===== src/vertex_transform_defines.svh =====
// Assertion macros shared by the vertex transform design.
`ifndef VERTEX_TRANSFORM_DEFINES_SVH
`define VERTEX_TRANSFORM_DEFINES_SVH

// Same-cycle implication, checked at every rising edge outside reset.
`define VT_ASSERT_NOW(label, ante, cons, msg) \
    label: assert property (@(posedge clk) disable iff (!rst_n) (ante) |-> (cons)) \
        else $error(msg);

// Next-cycle implication, checked at every rising edge outside reset.
`define VT_ASSERT_NEXT(label, ante, cons, msg) \
    label: assert property (@(posedge clk) disable iff (!rst_n) (ante) |=> (cons)) \
        else $error(msg);

`endif


===== src/vt_pkg.sv =====
// Types, widths and constants for the vertex transform pipeline.
package vt_pkg;

    // Fixed-point format and widths.
    localparam int FRAC_BITS = 16;
    localparam int COORD_W   = 32;
    localparam int PROD_W    = 2 * COORD_W;
    // Three shifted products plus a translation entry fit without overflow.
    localparam int SUM_W     = 2 * COORD_W + 2 - FRAC_BITS;
    localparam int NUM_ROWS  = 4;
    localparam int NUM_COLS  = 4;
    localparam int NUM_AXES  = 3;

    // Configuration register file.
    localparam int NUM_REGS  = 8;
    localparam int REG_W     = 2 * COORD_W;
    localparam int CFG_IDX_W = 4;
    localparam int REG_SEL_W = 3;

    localparam logic [CFG_IDX_W-1:0] REG_ROW0_COLS01 = CFG_IDX_W'(0);
    localparam logic [CFG_IDX_W-1:0] REG_ROW0_COLS23 = CFG_IDX_W'(1);
    localparam logic [CFG_IDX_W-1:0] REG_ROW1_COLS01 = CFG_IDX_W'(2);
    localparam logic [CFG_IDX_W-1:0] REG_ROW1_COLS23 = CFG_IDX_W'(3);
    localparam logic [CFG_IDX_W-1:0] REG_ROW2_COLS01 = CFG_IDX_W'(4);
    localparam logic [CFG_IDX_W-1:0] REG_ROW2_COLS23 = CFG_IDX_W'(5);
    localparam logic [CFG_IDX_W-1:0] REG_ROW3_COLS01 = CFG_IDX_W'(6);
    localparam logic [CFG_IDX_W-1:0] REG_ROW3_COLS23 = CFG_IDX_W'(7);

    // Fixed-point one, placed on the diagonal at reset.
    localparam logic [COORD_W-1:0] FIX_ONE = COORD_W'(1) << FRAC_BITS;

    typedef logic signed [COORD_W-1:0] coord_t;
    typedef coord_t [NUM_AXES-1:0]     point_t;
    typedef coord_t [NUM_ROWS-1:0]     result_t;
    typedef coord_t [NUM_COLS-1:0]     mat_row_t;
    typedef mat_row_t [NUM_ROWS-1:0]   matrix_t;

    typedef logic signed [PROD_W-1:0]  prod_t;
    typedef prod_t [NUM_AXES-1:0]      prod_row_t;
    typedef prod_row_t [NUM_ROWS-1:0]  prod_arr_t;

    typedef logic signed [SUM_W-1:0]   sum_t;
    typedef sum_t [NUM_ROWS-1:0]       sum_arr_t;

    // Identity matrix as register contents.
    function automatic logic [REG_W-1:0] reg_reset_value(input logic [REG_SEL_W-1:0] sel);
        logic [REG_W-1:0] val;
        begin
            val = '0;
            unique case (sel)
                REG_ROW0_COLS01[REG_SEL_W-1:0]: val = {{COORD_W{1'b0}}, FIX_ONE};
                REG_ROW1_COLS01[REG_SEL_W-1:0]: val = {FIX_ONE, {COORD_W{1'b0}}};
                REG_ROW2_COLS23[REG_SEL_W-1:0]: val = {{COORD_W{1'b0}}, FIX_ONE};
                REG_ROW3_COLS23[REG_SEL_W-1:0]: val = {FIX_ONE, {COORD_W{1'b0}}};
                default:                        val = '0;
            endcase
            return val;
        end
    endfunction

endpackage


===== src/vt_rowsum.sv =====
// Second pipeline stage: scale each product down and sum it along its row.
module vt_rowsum
(
    input  logic                clk,
    input  logic                rst_n,
    input  logic                in_valid,
    output logic                in_ready,
    input  vt_pkg::prod_arr_t   prod,
    output logic                out_valid,
    input  logic                out_ready,
    output vt_pkg::sum_arr_t    sum
);
    import vt_pkg::*;

    logic     valid_reg;
    sum_arr_t sum_reg;
    sum_arr_t sum_next;

    assign in_ready = !valid_reg || out_ready;

    // The arithmetic shift rounds towards minus infinity; the result fits SUM_W.
    always_comb
    begin
        for (int r = 0; r < NUM_ROWS; r++)
        begin
            sum_next[r] = SUM_W'($signed(prod[r][0]) >>> FRAC_BITS)
                        + SUM_W'($signed(prod[r][1]) >>> FRAC_BITS)
                        + SUM_W'($signed(prod[r][2]) >>> FRAC_BITS);
        end
    end

    always_ff @(posedge clk or negedge rst_n)
    begin
        if (!rst_n)
        begin
            valid_reg <= 1'b0;
        end
        else if (in_ready)
        begin
            valid_reg <= in_valid;
        end
    end

    always_ff @(posedge clk)
    begin
        if (in_valid && in_ready)
        begin
            sum_reg <= sum_next;
        end
    end

    assign out_valid = valid_reg;
    assign sum       = sum_reg;

endmodule


===== config.mk =====
export PLATFORM = sky130hd
export DESIGN_NAME = vt_rowsum
export DESIGN_NICKNAME = d
export VERILOG_FILES = /design/src/vertex_transform_defines.svh /design/src/vt_pkg.sv /design/src/vt_rowsum.sv
export SDC_FILE = /design/constraint.sdc
export NUM_CORES = 1
export LEC_CHECK = 0
export BUFFER_PORTS_ARGS = -buffer_cell sky130_fd_sc_hd__buf_2
export CAP_MARGIN = 20
export CELL_PAD_IN_SITES_DETAIL_PLACEMENT = 2
export CELL_PAD_IN_SITES_GLOBAL_PLACEMENT = 2
export CORE_AREA = 2 2 377 379
export CTS_CLUSTER_SIZE = 12
export DETAILED_ROUTE_END_ITERATION = 10
export DIE_AREA = 0 0 379 381
export PLACE_DENSITY = 0.45
export SKIP_LAST_GASP = 1
export SLEW_MARGIN = 20
export SYNTH_ARGS = -nofsm -noshare
export SYNTH_HDL_FRONTEND = slang
export SYNTH_SLANG_ARGS = --single-unit

===== constraint.sdc =====
create_clock -name clk -period 17.03 [get_ports clk]
set_input_delay 3.406 -clock clk [delete_from_list [all_inputs] [get_ports clk]]
set_output_delay 3.406 -clock clk [all_outputs]
set_load 0.1 [all_outputs]

# == Yosys cells after proc, flatten, opt, wreduce, memory -nomap -nowiden ==
# Cells that the tools add are included.
# classes
n_div,0
n_addsub,8
muxes,0
mul,0
order_cmp,0
n_shift,0
reduce_logical,3
n_eq_ne,0
n_bitwise,0
# ops
op,count
adder 49 x 48 -> 50 bit,4
adder 48 x 48 -> 49 bit,4
logical AND 1 bit,1
zero test 1 bit,1
logical OR 1 bit,1
# totals
mem_bits_rw,0
output_inout_bits,202
mem_bits_ro,0
elab_cells,16
inputBits,772
latchBits,0
ff_bits,201
n_memories,0

# == Longest topological paths before layout ==
# logic_depth
word_depth,3
mapped_depth,14
ltp_nobuf,14

# == Worst setup path before layout ==
# Ideal clock, no wire load.
# synth_path
kind,input to register
from,input out_ready
to,"register sum_reg, in the netlist sum[0], enable pin"
setup_ps,583
arrival_time_ps,8868
path_buffers,0
path_stages,2
required_time_ps,16447
setup_slack_ps,7579
cell_sequence,nand2b_1 > and2_1
# synth_via
elab_chain_len,2
# synth_lines
element,line_no,text
"start, declared",vt_rowsum.sv:10,"input logic out_ready,"
logical OR 1 bit,vt_rowsum.sv:19,assign in_ready = !valid_reg || out_ready;
logical AND 1 bit,vt_rowsum.sv:46,if (in_valid && in_ready)
"end signal, assigned",vt_rowsum.sv:48,sum_reg <= sum_next;
"end, declared",vt_rowsum.sv:16,sum_arr_t sum_reg;
# No other way between the ends.
# A chain may end at the register's enable or synchronous reset.

# == Final worst setup path ==
# layout_path
from,input out_ready
to,output in_ready
# layout_via
elab_chain_len,1
# layout_lines
element,line_no,text
logical OR 1 bit,vt_rowsum.sv:19,
"end, declared",vt_rowsum.sv:7,"output logic in_ready,"
# No other way between the ends.

==> reports/metrics.cfg <==
[floorplanning]
fp.dieH_um = 381
pin_count = 974
coreArea_sq_um = 141000
die_area_sq_um = 144000
std_cell_rows = 138
start_util_pct = 14.7
die_x_um = 379

[synthesis]
ys_warn_count = 0
ys_ff_latch = 201
avgSynthCellArea_sq_um = 10.4
synth_ff_type = edfxtp_1
synth_area_leaders = edfxtp_1, fa_1, ha_1
ys_seq_area_share_pct = 29.2
syn-cell-area_sq_um = 20600
synth_most_common_cell = a21oi_1
synth.top_cell.area_share_pct = 29.1
synthCells = 1988
synth_edf_count = 200
syn_nets = 3148
netlist_top_cells_count = a21oi_1, edfxtp_1, fa_1
yosysTopAreaCell = edfxtp_1
synth_cell_types = 73
ys_async_sr_fraction_pct = 0.498

[clock_network]
cts_tree = built
cts.sink_count = 201
htreeDepth = 2
post_cts_buffers = 0
cts_hold_buf = 0
clock-root-buffer = clkbuf_16
clk_path_buf_depth = 3
post_cts_resized = 0
numCtsBuffers = 37
clk_latency_ps = 580
clkSlewWorstSetupHoldPaths_ps = 50

[detailed_routing]
vias = 18700
drc = 0
drtIter0Drc = 663
vias_per_cell = 4.01
drt-pass1-iter-count = 4
antenna_left = 0
routed_wl_mm = 104
avgRoutedWirePerCell_um = 22.2

[run]
drv_cap = 0

[sta]
slew_headroom_pct = 19.0
fin_skew_ps = 14.3
grt_setup_unrepaired = false
tns_ps = 0
worstMarginPinSlew_ps = 1210
period_share_pct = 43.9
worst_hold_slack_ps = 557
setup_slack_ps = 9550
fmax_mhz = 134
finalSetupViolations = 0
fin_crit_ps = 7480
drv_slew = 0
finalHoldViolCount = 0

[worst_setup_path]
cp_max_fo = 3
critPathRequiredTime_ps = 13620
worstSetupEndpointType = primary output
critical_path_class = in2out
worstSetupStartpointType = primary input
crit_arrival_ps = 4070

[finish]
drive_gt1_share_pct = 31.0
largest_reg_flops = 200
finalNetCount = 3910
synthToLayoutAreaGrowth_pct = 35.3
final_area_sq_um = 27900

[global_route]
grt_pass1_wl_mm = 148
gr-usage-all-layers_pct = 14.0
globalRouteOverflowTotal = 0
grt_max_degree = 60
grt_pass1_vias = 21100
antenna_found_initial = 17

[placed_design]
dp_slack_ps = 9020
port_buffers = 781
gp_congestion = 0.787
hpwl_mm = 90.2
placed_area_sq_um = 26700

[power_and_ir_drop]
power.total_mw = 3.69
p_leak_nw = 11.9
ir_worst_vdd_uv = 60.4
powerDensity_nw_per_um2 = 132

[status]
outcome = finished, final reports clean

[worst_hold_path]
hold_path_class = reg2reg

power breakdown:
group          internal (mW)  leakage, nW  switching [mW]
Clock                  0.468        0.591           0.302
Sequential             0.717         1.91          0.0271
Combinational          0.578         9.41            1.60
per-layer routing:
metal | global-route usage, % | up-vias | share of wire, %
met5 | 0 | - | 0.075
li1 | - | 8881 | -
met4 | 2.72 | 12 | 1.6
met2 | 23.3 | 477 | 47
met1 | 18.1 | 9289 | 44
met3 | 3.77 | 87 | 6.6
cell families (layout without fill, tap and decap cells):
| group | Yosys count | count (layout) | synth area share [%] |
|---|---|---|---|
| compound gates | 646 | 646 | 19.9 |
| xor+xnor | 171 | 171 | 7.26 |
| fa+ha+maj | 388 | 388 | 30.7 |
| buf+inv | 115 | 905 | 2.12 |
| flops | 201 | 201 | 29.2 |
| mux | 2 | 2 | 0.0971 |
| other cells | 0 | 1 | 0 |
| simple gates | 465 | 465 | 10.7 |
layout by cell type (no fill, tap or decap), types with 52 or more instances in the layout:
cell type,n
ha_1,192
nor2_1,122
fa_1,196
buf_2,781
xnor2_1,98
inv_1,52
o21ai_0,133
a21o_1,92
a21oi_1,212
xor2_1,73
edfxtp_1,200
nand2_1,146
area by class of cell:
| cell class | count | area [sq um] |
|---|---|---|
| Clock buffer | 51 | 1070 |
| Fill cell | 16300 | 113000 |
| Sequential cell | 201 | 6030 |
| Inverter | 52 | 195 |
| Timing Repair Buffer | 786 | 3950 |
| Tap cell | 1890 | 2360 |
| Multi-Input combinational cell | 1672 | 14200 |
| Antenna cell | 1 | 2.50 |
| Clock inverter | 16 | 131 |
path summary, 6_finish.rpt:
| path | startpoint | to | slack, ps | cells after the start |
|---|---|---|---|---|
| worst max-delay path | out_ready | in_ready | 9550 | 3 |
| worst min-delay path | out_valid | out_valid | 560 | 2 |
| worst max register to register | out_valid | sum[9] | 13800 | 4 |
| worst min register to register | out_valid | out_valid | 560 | 2 |
| max in group asynchronous | rst_n | out_valid | 14350 | 1 |
| min in group asynchronous | rst_n | out_valid | 2600 | 1 |
critical path, cell delays in order:
cell and delay [ps]:
buf_2 70, nand2b_1 130, buf_2 460
stage by stage:
step / util [%] / std cells
after floorplan: - / 1988
after global placement: 19.0 / 4601
after detailed placement: 19.0 / 4601
after CTS: 19.9 / 4668
after global routing: 19.9 / 4668
final: 19.9 / 4669
No activity file was read; power rests on OpenSTA's default activity.
