===== src/vertex_transform_defines.svh =====
// Assertion macros shared by the vertex transform design.
`ifndef VERTEX_TRANSFORM_DEFINES_SVH
`define VERTEX_TRANSFORM_DEFINES_SVH

// Same-cycle implication, checked at every rising edge outside reset.
`define VT_ASSERT_NOW(label, ante, cons, msg) \
    label: assert property (@(posedge clk) disable iff (!rst_n) (ante) |-> (cons)) \
        else $error(msg);

// Next-cycle implication, checked at every rising edge outside reset.
`define VT_ASSERT_NEXT(label, ante, cons, msg) \
    label: assert property (@(posedge clk) disable iff (!rst_n) (ante) |=> (cons)) \
        else $error(msg);

`endif


===== src/vt_pkg.sv =====
// Types, widths and constants for the vertex transform pipeline.
package vt_pkg;

    // Fixed-point format and widths.
    localparam int FRAC_BITS = 16;
    localparam int COORD_W   = 32;
    localparam int PROD_W    = 2 * COORD_W;
    // Three shifted products plus a translation entry fit without overflow.
    localparam int SUM_W     = 2 * COORD_W + 2 - FRAC_BITS;
    localparam int NUM_ROWS  = 4;
    localparam int NUM_COLS  = 4;
    localparam int NUM_AXES  = 3;

    // Configuration register file.
    localparam int NUM_REGS  = 8;
    localparam int REG_W     = 2 * COORD_W;
    localparam int CFG_IDX_W = 4;
    localparam int REG_SEL_W = 3;

    localparam logic [CFG_IDX_W-1:0] REG_ROW0_COLS01 = CFG_IDX_W'(0);
    localparam logic [CFG_IDX_W-1:0] REG_ROW0_COLS23 = CFG_IDX_W'(1);
    localparam logic [CFG_IDX_W-1:0] REG_ROW1_COLS01 = CFG_IDX_W'(2);
    localparam logic [CFG_IDX_W-1:0] REG_ROW1_COLS23 = CFG_IDX_W'(3);
    localparam logic [CFG_IDX_W-1:0] REG_ROW2_COLS01 = CFG_IDX_W'(4);
    localparam logic [CFG_IDX_W-1:0] REG_ROW2_COLS23 = CFG_IDX_W'(5);
    localparam logic [CFG_IDX_W-1:0] REG_ROW3_COLS01 = CFG_IDX_W'(6);
    localparam logic [CFG_IDX_W-1:0] REG_ROW3_COLS23 = CFG_IDX_W'(7);

    // Fixed-point one, placed on the diagonal at reset.
    localparam logic [COORD_W-1:0] FIX_ONE = COORD_W'(1) << FRAC_BITS;

    typedef logic signed [COORD_W-1:0] coord_t;
    typedef coord_t [NUM_AXES-1:0]     point_t;
    typedef coord_t [NUM_ROWS-1:0]     result_t;
    typedef coord_t [NUM_COLS-1:0]     mat_row_t;
    typedef mat_row_t [NUM_ROWS-1:0]   matrix_t;

    typedef logic signed [PROD_W-1:0]  prod_t;
    typedef prod_t [NUM_AXES-1:0]      prod_row_t;
    typedef prod_row_t [NUM_ROWS-1:0]  prod_arr_t;

    typedef logic signed [SUM_W-1:0]   sum_t;
    typedef sum_t [NUM_ROWS-1:0]       sum_arr_t;

    // Identity matrix as register contents.
    function automatic logic [REG_W-1:0] reg_reset_value(input logic [REG_SEL_W-1:0] sel);
        logic [REG_W-1:0] val;
        begin
            val = '0;
            unique case (sel)
                REG_ROW0_COLS01[REG_SEL_W-1:0]: val = {{COORD_W{1'b0}}, FIX_ONE};
                REG_ROW1_COLS01[REG_SEL_W-1:0]: val = {FIX_ONE, {COORD_W{1'b0}}};
                REG_ROW2_COLS23[REG_SEL_W-1:0]: val = {{COORD_W{1'b0}}, FIX_ONE};
                REG_ROW3_COLS23[REG_SEL_W-1:0]: val = {FIX_ONE, {COORD_W{1'b0}}};
                default:                        val = '0;
            endcase
            return val;
        end
    endfunction

endpackage


===== src/vt_matrix.sv =====
// Configuration register file holding the 4x4 transform matrix.
module vt_matrix
(
    input  logic                          clk,
    input  logic                          rst_n,
    input  logic                          cfg_we,
    input  logic [vt_pkg::CFG_IDX_W-1:0]  cfg_index,
    input  logic [vt_pkg::REG_W-1:0]      cfg_data,
    output vt_pkg::matrix_t               matrix
);
    import vt_pkg::*;

    logic [REG_W-1:0] mat_reg [NUM_REGS];

    // Register writes; indexes past the last register are dropped.
    always_ff @(posedge clk or negedge rst_n)
    begin
        if (!rst_n)
        begin
            for (int i = 0; i < NUM_REGS; i++)
            begin
                mat_reg[i] <= reg_reset_value(REG_SEL_W'(i));
            end
        end
        else if (cfg_we && (cfg_index < CFG_IDX_W'(NUM_REGS)))
        begin
            mat_reg[cfg_index[REG_SEL_W-1:0]] <= cfg_data;
        end
    end

    // Each register carries two adjacent entries of one row.
    for (genvar r = 0; r < NUM_ROWS; r++)
    begin : g_row
        for (genvar c = 0; c < NUM_COLS; c++)
        begin : g_col
            assign matrix[r][c] = mat_reg[r * 2 + c / 2][(c % 2) * COORD_W +: COORD_W];
        end
    end

endmodule


===== config.mk =====
export PLATFORM = sky130hd
export DESIGN_NAME = vt_matrix
export DESIGN_NICKNAME = d
export VERILOG_FILES = /design/src/vertex_transform_defines.svh /design/src/vt_pkg.sv /design/src/vt_matrix.sv
export SDC_FILE = /design/constraint.sdc
export NUM_CORES = 1
export LEC_CHECK = 0
export CORE_AREA = 2 2 224 226
export CTS_BUF_LIST = sky130_fd_sc_hd__clkbuf_8
export CTS_CLUSTER_DIAMETER = 30
export DETAILED_ROUTE_END_ITERATION = 7
export DIE_AREA = 0 0 226 228
export DONT_BUFFER_PORTS = 1
export GPL_ROUTABILITY_DRIVEN = 1
export SYNTH_ARGS = -nofsm -noshare
export SYNTH_HDL_FRONTEND = slang
export SYNTH_SLANG_ARGS = --single-unit

===== constraint.sdc =====
create_clock -name clk -period 1 [get_ports clk]
set_clock_uncertainty 0.2 [all_clocks]
set_input_delay 0 -clock clk [delete_from_list [all_inputs] [get_ports clk]]
set_output_delay 0 -clock clk [all_outputs]
set_load 0.02 [all_outputs]

# Word level (Yosys, flattened, before mapping)
# Cells that the tools add are included.
dict set report totals {
  output_inout_bits 512
  ff_bits 512
  elab_cells 17
  inputBits 71
}
dict set report classes {
  n_lt_le_gt_ge 3
  n_reduce_logical 2
  n_mux 3
  n_bitwise 1
}
# op n
set op_table {}
lappend op_table {{512-bit bitwise mux} 1}
lappend op_table {{64-bit demux with 3-bit select} 1}
lappend op_table {{64-bit two-way mux} 1}
lappend op_table {{4-bit >= comparator, second input constant} 1}
lappend op_table {{4-bit by 1-bit less-than comparator with 1-bit output, second input constant} 1}
lappend op_table {{4-bit less-than comparator, second input constant} 1}
lappend op_table {{3-bit NOT with 4-bit output} 1}
lappend op_table {{1-bit logical AND} 2}

# Longest topological paths before layout
# Gate-level depths: netlist of run 1.
dict set report depth {
  word_depth 6
  mapped_depth 5
  ltp_nobuf 3
}

# Least setup slack after synthesis of run 1
# No wires, ideal clock.
dict set report synth_timing {
  path_type {input -> register}
  from {input port cfg_index[3] in the netlist's numbering}
  to {register mat_reg (netlist bit matrix[320])}
  setup_ns 0.125
  t_arrival_ns 1.040
  required_time_ns 0.675
  setup_slack_ns -0.365
  path_buffers 2
  path_stages 5
  path_cell_list {nor3b_4 > and3_1 > buf_6 > buf_12 > mux2_4}
}
dict set report synth_between {
  elab_chain_cells 2
}
# element line
set synth_rtl {}
lappend synth_rtl {{start, declared} vt_matrix.sv:7} ;# input logic [vt_pkg::CFG_IDX_W-1:0] cfg_index,
lappend synth_rtl {{4-bit less-than comparator} vt_matrix.sv:25} ;# else if (cfg_we && (cfg_index < CFG_IDX_W'(NUM_REGS)))
lappend synth_rtl {{1-bit logical AND} vt_matrix.sv:25}
lappend synth_rtl {{end signal, assigned by index} vt_matrix.sv:22} ;# mat_reg[i] <= reg_reset_value(REG_SEL_W'(i));
lappend synth_rtl {{end signal, assigned by index} vt_matrix.sv:27} ;# mat_reg[cfg_index[REG_SEL_W-1:0]] <= cfg_data;
lappend synth_rtl {{end, declared} vt_matrix.sv:13} ;# logic [REG_W-1:0] mat_reg [NUM_REGS];
# Every way passes these cells.
# A chain may end at the register's enable or synchronous reset.

# Final worst setup path of run 1
dict set report layout_timing {
  from {register mat_reg (netlist bit matrix[496])}
  to {output port matrix[496] in the netlist's numbering}
}
# element line
set layout_rtl {}
lappend layout_rtl {{end, declared} vt_matrix.sv:9} ;# output vt_pkg::matrix_t matrix
# No word-level cell between the ends.

==> results of run 1 <==
==> worst paths after layout <==
check	start	endpoint	slack (ps)	cells past startpoint
worst max-delay path	matrix[496]	matrix[496]	-580	1
worst min-delay path	rst_n	matrix[42]	-1200	0
worst max register to register	matrix[216]	matrix[216]	-260	3
worst min register to register	matrix[133]	matrix[133]	330	1
max in group asynchronous	rst_n	matrix[254]	700	0
min in group clk	cfg_index[1]	matrix[357]	-350	3
==> cell usage in the layout, fill, tap and decap left out, drive strengths merged <==
cell | synthesis | layout
bufinv | 0 | 15
mux2 | 512 | 512
inv | 0 | 17
dfstp | 4 | 4
nor2 | 2 | 2
nand2 | 2 | 2
dfrtp | 508 | 508
clkbuf | 0 | 135
nor3b | 3 | 3
and3 | 1 | 1
dlymetal6s2s | 0 | 1
nand3b | 3 | 3
nand2b | 1 | 1
diode | 0 | 1
buf | 54 | 832
clkinv | 0 | 35
clkinvlp | 0 | 11
dlygate4sd3 | 0 | 64
==> cells by family after synthesis <==
group | after synthesis | synth area share, %
multiplexers | 512 | 32.1
flip-flops | 512 | 63.9
AND/OR/NAND/NOR | 12 | 0.581
buffers and inverters | 54 | 3.33
==> power by group through the flow <==
stage | Combinational, mW | Clock (mW) | Sequential, mW
floorplan | 6.36 | 0 | 34.4
global placement | 21.9 | 0 | 28.6
detailed placement | 22.1 | 0 | 28.7
CTS | 28.7 | 26.8 | 29.1
global route | 32.9 | 28.3 | 30.5
finish | 31.8 | 26.7 | 30.0
==> per-stage QoR <==
stage / util (%) / instances / hold WS (ps) / cell area, sq um / TNS, ps
final: 68.3 / 2819 / -1200 / 33700 / -256620
after global routing: 68.3 / 2819 / -1270 / 33700 / -296330
after CTS: 65.0 / 2748 / -1270 / 32100 / -391220
after detailed placement: 51.1 / 2250 / -487 / 25200 / -239380
after global placement: 51.1 / 2250 / -486 / 25200 / -236350
after floorplan: - / 1090 / -496 / 20900 / -139990
==> repair_timing <==
| item | in CTS | in global routing |
|---|---|---|
| pin swaps | 0 | 2 |
| cloned | 0 | 2 |
| gates resized for setup | 489 | 293 |
| endpoints found under the hold margin | 1024 | 1024 |
| setup endpoints to repair | 513 | 1024 |
| setup buffers | 222 | 148 |
==> routing by layer <==
layer | wire, um | up-vias | GRT usage, %
met5 | 0 | - | 0
met4 | 2950 | 0 | 10.6
met3 | 4920 | 178 | 8.09
met2 | 35200 | 546 | 40.4
met1 | 26600 | 7239 | 29.0
li1 | - | 5805 | -
==> final cells by class <==
type | count | area, sq um
repair buffers | 900 | 9950
diodes | 1 | 2.50
fillers | 2993 | 15700
multi-input cells | 524 | 7440
flip-flops and latches | 512 | 12800
well taps | 672 | 841
clock inverters | 78 | 837
clock buffers | 132 | 1820
==> metrics, run 1 <==
Hold Crit Class=in -> async; Post-Synthesis Cells=1,090; first-pass GRT wire length=95,000 um; Yosys top cell area share=63.4%; routability congestion estimate=0.768; H-tree levels=3; status=finished with violations; worst path arrival time=1380 ps; max reg flops=512; IO Pins=583; largest net degree at the start of global routing=513; Initial DRT Pass Iterations=5; endpoints failing setup=809; Max Fclk=0.634 GHz; GRT overflow=0; Synth Register Bits=512; Maximum Capacitance Violations=0; final wirelength=69,600 um; Avg Cell Area, Syn=18.4 sq um; Post-synth EDFFs=0; delay-heaviest family, CP=flip-flops; die area=51,500 sq um; crit path cell chain=buf_6; TritonCTS clock tree=done; vias in the first global route=15,000; leading area contributor after synthesis=dfrtp_1; setup repair after global routing missed its margin=true; Worst Path Buf+Inv=1; yosys warns=0; top post-synthesis cells by area=dfrtp_1 63%, mux2_2 18%, mux2_4 13%; I/O Buffers=0; switch share=31.3%; LEAKAGE=16.8 nW; Tightest Pin Transition=1350 ps; failing checks=negative hold slack, negative setup slack; fin nets=2,123; Worst Path Required=800 ps; Core Box Area=49,300 sq um; Num CTS Buffers=114; Place WS=-597 ps; CTS Hold Bufs=66; CTS Sinks=512; max incr delay on CP=540 ps; GRT Total Usage=24.4%; die width=226 um; root buffer cell=clkbuf_8; PwrDens=2630 nW/um^2; Pins Over Slew Limit=0; CTS max path bufs=3; CP max stage cell=dfstp_2; top post-synthesis cells by count=508 x dfrtp_1, 327 x mux2_2, 180 x mux2_4; Final Total Pwr=88.6 mW; WL per Instance=24.7 um; count leader, synth=dfrtp_1; clk_lat worst skew=700 ps; final hold slack=-1200 ps; slew margin rel.=10.1%; critical path peak fanout=2; Pint=60.8 mW; CP Class=reg -> out; CP Capture Type=primary output; Final WS setup=-576 ps; layout cells sized above 1=72.4%; Area growth, synth to finish=68.1%; dpl hpwl=37,000 um; Hold Fails Final Rpt=1,017; drc violations=0; FP Rows=82; post-route clock period utilization=158%; Mapped Nets=1,161; combinational share of power=35.9%; commonest register cell after synthesis=dfrtp_1; Switch Pwr=27.8 mW; Die Span Y=228 um; Synth cell types=19; Starting Density=40.6%; Clock power frac=30.2%; Synth async-reset ratio=100%; Final min period=1580 ps; vias per cell=4.88; IR drop worst, VDD=0.00188 V; vias=13,800; post-route ant nets=0; sequential share of the synthesized area=63.9%; CP Launch Type=register; Reg power frac=33.9%; initial drt markers=600; Clock transition at path regs=60 ps; Post-Synthesis Cell Area=20,000 sq um; antenna violations before repair=2
(Power assumes the default switching activity.)
==> inputs of run 2 (changes only) <==
- PLACE_DENSITY: default -> 0.57
==> run 2 against run 1 <==
Compared with the run above:
- the run ends with negative hold slack, max-slew violations, negative setup slack left
- clock-buffer cell count fell by 1
- critical endpoint is now matrix[331]
- core utilization barely moved
- combinational power about the same
==> metrics, run 2 (synthesized netlist as in run 1, its figures left out) <==
I/O Buffers=0 (unchanged); vias=13,600 (was 13,800); IR drop worst, VDD=0.00220 V (was 0.00188 V); die width=226 um (unchanged); Hold Fails Final Rpt=1,007 (was 1,017); worst path arrival time=1550 ps (was 1380 ps); start point of the critical path=rst_n (was matrix[496]); dpl cell area=25,400 sq um (was 25,200 sq um); Clock transition at path regs=60 ps (about the same); TritonCTS clock tree=done (unchanged); CTS Sinks=512 (unchanged); switch share=30.8% (was 31.3%); failing checks=negative hold slack, max-slew violations, negative setup slack (was negative hold slack, negative setup slack); Tightest Pin Transition=3100 ps (was 1350 ps); final hold slack=-1190 ps (was -1200 ps); endpoints failing setup=1,065 (was 809); Pint=60.4 mW (was 60.8 mW); antenna violations before repair=2 (unchanged); drc violations=0 (unchanged); GRT overflow=0 (unchanged); Die Span Y=228 um (unchanged); Switch Pwr=26.8 mW (was 27.8 mW); routability congestion estimate=0.794 (was 0.768); dpl hpwl=37,900 um (was 37,000 um); Place WS=-573 ps (was -597 ps); vias in the first global route=14,900 (was 15,000); clk_lat worst skew=680 ps (was 700 ps); H-tree levels=3 (unchanged); die area=51,500 sq um (unchanged); Initial DRT Pass Iterations=4 (was 5); final core utilization=68.2% (was 68.3%); initial drt markers=766 (was 600); FP Rows=82 (unchanged); IO Pins=583 (unchanged); setup repair after global routing missed its margin=true (unchanged); commonest cells after routing, fill and taps aside=745 x buf_6, 508 x dfrtp_1, 392 x mux2_4 (was 734 x buf_6, 508 x dfrtp_1, 406 x mux2_4); post-route ant nets=0 (unchanged); fin nets=2,140 (was 2,123); reg2reg start=matrix[263] (was matrix[216]); combinational share of power=36.4% (was 35.9%); Worst Path Required=890 ps (was 800 ps); Maximum Capacitance Violations=0 (unchanged); Final min period=1660 ps (was 1580 ps); Reg power frac=34.3% (was 33.9%); WL per Instance=24.0 um (was 24.7 um); leading cell type in the layout, fill and taps excluded=buf_6 (unchanged); largest net degree at the start of global routing=513 (unchanged); root buffer cell=clkbuf_8 (unchanged); post-route clock period utilization=166% (was 158%); vias per cell=4.81 (was 4.88); CTS Hold Bufs=66 (unchanged); CP Capture Type=async pin (was primary output); Core Box Area=49,300 sq um (unchanged); Max Fclk=0.602 GHz (was 0.634 GHz); PwrDens=2590 nW/um^2 (was 2630 nW/um^2); critical path peak fanout=512 (was 2); design area=33,700 sq um (about the same); Final WS setup=-661 ps (was -576 ps); CTS max path bufs=3 (unchanged); Area growth, synth to finish=68.0% (was 68.1%); CP Class=in -> async (was reg -> out); final wirelength=67,800 um (was 69,600 um); Hold Crit Class=in -> async (unchanged); Clock power frac=29.3% (was 30.2%); layout cells sized above 1=72.2% (was 72.4%); Num CTS Buffers=110 (was 114); GRT Total Usage=24.9% (was 24.4%); Starting Density=40.6% (unchanged); max reg flops=512 (unchanged); Final Total Pwr=87.2 mW (was 88.6 mW); slew margin rel.=-107% (was 10.1%); first-pass GRT wire length=96,200 um (was 95,000 um); Pins Over Slew Limit=381 (was 0); CP Launch Type=input port (was register); LEAKAGE=16.8 nW (about the same); status=finished with violations (unchanged)
## run 2: cell types whose count changed in the layout (fill, tap and decap cells not counted), sizes merged, moves of 3 or more
| cell | delta |
|---|---|
| buf | +22 |
| clkbuf | -3 |
| clkinv | -14 |
| inv | +8 |
## run 2: repair_timing
| item | CTS | global route |
|---|---|---|
| resized for setup | 492 | 286 |
| cloned | 0 | 1 |
| pin swaps | 0 | 1 |
| endpoints found under the setup margin | 512 | 1024 |
| buffers inserted | 222 | 137 |
| endpoints found under the hold margin | 1024 | 1024 |
## run 2: final cells by class
type,count,area [sq um]
fill,3036,15700
antenna,1,2.50
clock buffer,131,1800
sequential,512,12800
tap,672,841
timing repair buffer,921,10100
clock inverter,70,706
multi-input combinational,524,7390
## run 2: layer usage
layer / vias to the layer above / GRT usage, % / part of all wire, %
met5: - / 0 / 0.019
met4: 2 / 12.4 / 4.0
met3: 152 / 7.95 / 7.0
met2: 521 / 41.2 / 51
met1: 7116 / 29.0 / 38
li1: 5829 / - / -
## run 2: power by group through the flow
stage | logic (mW) | clock network, mW | registers, mW
2_1_floorplan | 6.36 | 0 | 34.4
3_3_place_gp | 22.1 | 0 | 28.6
3_5_place_dp | 22.3 | 0 | 28.7
4_1_cts | 28.9 | 25.8 | 29.1
5_1_grt | 32.9 | 27.1 | 30.4
6_report | 31.8 | 25.5 | 29.9
## run 2: final timing paths
check,to,slack (ps),cells after the start
worst max-delay path,matrix[331],-660,0
worst min-delay path,matrix[467],-1190,0
worst max register to register,matrix[263],-230,3
worst min register to register,matrix[151],330,1
max in group clk,matrix[16],-550,1
min in group clk,matrix[255],-300,4
## run 2: per-stage QoR
step	setup TNS, ps	instances
finish	-359670	2831
global route	-283590	2831
CTS	-382340	2761
detailed placement	-238490	2273
global placement	-232470	2273
floorplan	-139990	1090
==> inputs of run 3 (changes only) <==
- CELL_PAD_IN_SITES_DETAIL_PLACEMENT: default -> 2
- CELL_PAD_IN_SITES_GLOBAL_PLACEMENT: default -> 2
- CORE_AREA: 2 2 224 226 -> 2 2 229 231
- DIE_AREA: 0 0 226 228 -> 0 0 231 233
- PLACE_DENSITY: 0.57 -> 0.73
- clock period: 1 -> 2.1 ns (I/O delays scaled with it)
==> run 3 against run 2 <==
Compared with the run above:
- the run ends with negative hold slack, negative setup slack left
- die area grew 4.5%
- clock power shrank 52%
- largest cell class unchanged
- worst setup slack gained 630 ps
- combinational power shrank 89%
- first-iteration DRC count shrank 30%
- sequential power shrank 41%
- via count shrank 20%
- cell count shrank 27%
- clock-buffer cell count grew 10
==> metrics, run 3 (synthesized netlist as in run 1, its figures left out) <==
Pint=21.9 mW (was 60.4 mW); GRT overflow=0 (unchanged); Final min period=2130 ps; first-pass GRT wire length=96,300 um (was 96,200 um); FP Rows=83 (was 82); post-route clock period utilization=102%; CTS Sinks=512 (unchanged); IR drop worst, VDD=0.000614 V (was 0.00220 V); Switch Pwr=11.5 mW (was 26.8 mW); antenna violations before repair=3 (was 2); PwrDens=1370 nW/um^2 (was 2590 nW/um^2); max reg flops=512 (unchanged); final hold slack=-1200 ps (was -1190 ps); slew margin rel.=16.0% (was -107%); vias in the first global route=12,800 (was 14,900); CTS max path bufs=3 (unchanged); IO Pins=583 (unchanged); status=finished with violations (unchanged); met2 WL=35,200 um (was 34,300 um); Maximum Capacitance Violations=0 (unchanged); Worst Path Required=2470 ps (was 890 ps); dpl hpwl=37,600 um (was 37,900 um); final core utilization=47.6% (was 68.2%); CP Launch Type=input port (unchanged); leading cell type in the layout, fill and taps excluded=dfrtp_1 (was buf_6); DR WL met3=6400 um (was 4720 um); Final WS setup=-33.5 ps (was -661 ps); Hold Fails Final Rpt=512 (was 1,007); TritonCTS clock tree=done (unchanged); I/O Buffers=0 (unchanged); final non-filler cell total=2,062 (was 2,831); Placed Cells=1,731 (was 2,273); post-route ant nets=0 (unchanged); commonest cells after routing, fill and taps aside=508 x dfrtp_1, 327 x mux2_2, 180 x mux2_4 (was 745 x buf_6, 508 x dfrtp_1, 392 x mux2_4); flop-to-flop setup slack=350 ps (was -230 ps); Reg power frac=52.6% (was 34.3%); clk_lat worst skew=680 ps (about the same); Place WS=444 ps (was -573 ps); Starting Density=39.2% (was 40.6%); die width=231 um (was 226 um); Fillers=4,615 (was 3,036); Core Box Area=51,100 sq um (was 49,300 sq um); Top Metal Used=met4 (was met5); Metal-1 WL=24,600 um (was 26,100 um); H-tree levels=3 (unchanged); fin nets=1,363 (was 2,140); Die Span Y=233 um (was 228 um); GRT Total Usage=24.6% (was 24.9%); Clock transition at path regs=60 ps (about the same); routability congestion estimate=0.772 (was 0.794); CP Class=in -> reg (was in -> async); vias=10,900 (was 13,600); CP Capture Type=register (was async pin); endpoints failing setup=3 (was 1,065); WL per Instance=33.2 um (was 24.0 um); Pins Over Slew Limit=0 (was 381); final wirelength=68,400 um (was 67,800 um); Area growth, synth to finish=21.3% (was 68.0%); crit path cell chain=dlygate4sd3_1 > nor2_1 > nand2_4 > buf_16 > mux2_2 > dlygate4sd3_1; LEAKAGE=11.4 nW (was 16.8 nW); most frequent CP cell=dlygate4sd3_1; layout cells sized above 1=53.0% (was 72.2%); Initial DRT Pass Iterations=4 (unchanged); critical path peak fanout=57 (was 512); die area=53,800 sq um (was 51,500 sq um); Final Total Pwr=33.4 mW (was 87.2 mW); max incr delay on CP=790 ps; combinational share of power=10.5% (was 36.4%); initial drt markers=538 (was 766); CP max stage cell=dlygate4sd3_1; vias per cell=5.26 (was 4.81); root buffer cell=clkbuf_8 (unchanged); worst path arrival time=2500 ps (was 1550 ps); Num CTS Buffers=117 (was 110); Max Fclk=0.469 GHz; Clock power frac=36.8% (was 29.3%); CTS Hold Bufs=112 (was 66); failing checks=negative hold slack, negative setup slack (was negative hold slack, max-slew violations, negative setup slack); Tightest Pin Transition=1260 ps (was 3100 ps); largest net degree at the start of global routing=513 (unchanged); Hold Crit Class=in -> async (unchanged); drc violations=0 (unchanged); switch share=34.5% (was 30.8%)
run 3: cell count changes in the layout (fill, tap and decap cells not counted), moves of 10 or more:
| cell | delta |
|---|---|
| buf_6 | -741 |
| mux2_2 | +207 |
| buf_4 | -82 |
| buf_12 | -11 |
| clkbuf_8 | +10 |
| mux2_4 | -212 |
| dlygate4sd3_1 | +45 |
run 3: final timing paths:
path                              start     endpoint  cells after the start
max                        cfg_index[2]    matrix[1]                      6
min                               rst_n  matrix[393]                      0
max reg2reg                 matrix[347]  matrix[347]                      2
min reg2reg                 matrix[459]  matrix[459]                      1
max in group asynchronous         rst_n  matrix[188]                      0
min in group clk                 cfg_we  matrix[461]                      5
run 3: metrics by stage:
stage / setup TNS [ps] / instance area, sq um
after floorplan: 0 / 20000
after global placement: 0 / 20500
after detailed placement: 0 / 20500
after CTS: 0 / 24200
after global routing: -19.0 / 24300
final: -47.7 / 24300
run 3: metal layers:
metal,GRT usage [%],vias to the layer above
met5,0,-
met4,11.6,0
met3,10.1,124
met2,41.9,503
met1,26.7,5926
li1,-,4302
run 3: final cells by class:
type | instances | area, sq um | area share (%)
sequential | 512 | 12800 | 52.7
multi-input combinational | 524 | 6590 | 27.1
clock buffer | 141 | 1940 | 7.98
timing repair buffer | 137 | 1510 | 6.23
tap | 680 | 851 | 3.50
clock inverter | 64 | 589 | 2.42
antenna | 4 | 10.0 | 0.0412
run 3: power groups by stage:
| stage | combinational [mW] | clock, mW | sequential [mW] |
|---|---|---|---|
| global placement | 2.62 | 0 | 17.5 |
| CTS | 3.38 | 12.4 | 17.5 |
| global route | 3.79 | 13.0 | 17.8 |
| detailed placement | 2.84 | 0 | 17.6 |
| floorplan | 2.55 | 0 | 16.3 |
| finish | 3.52 | 12.3 | 17.6 |
run 3: critical path, delay by kind of cell:
kind	cells	cell delay, ps
buffers and inverters	3	1680
multiplexers	1	380
AND/OR/NAND/NOR	2	370
run 3: what timing repair did:
action,4_1_cts,5_1_grt
endpoints found under the hold margin,1024,512
resized for setup,0,8
buffers inserted,0,6
setup endpoints to repair,0,24
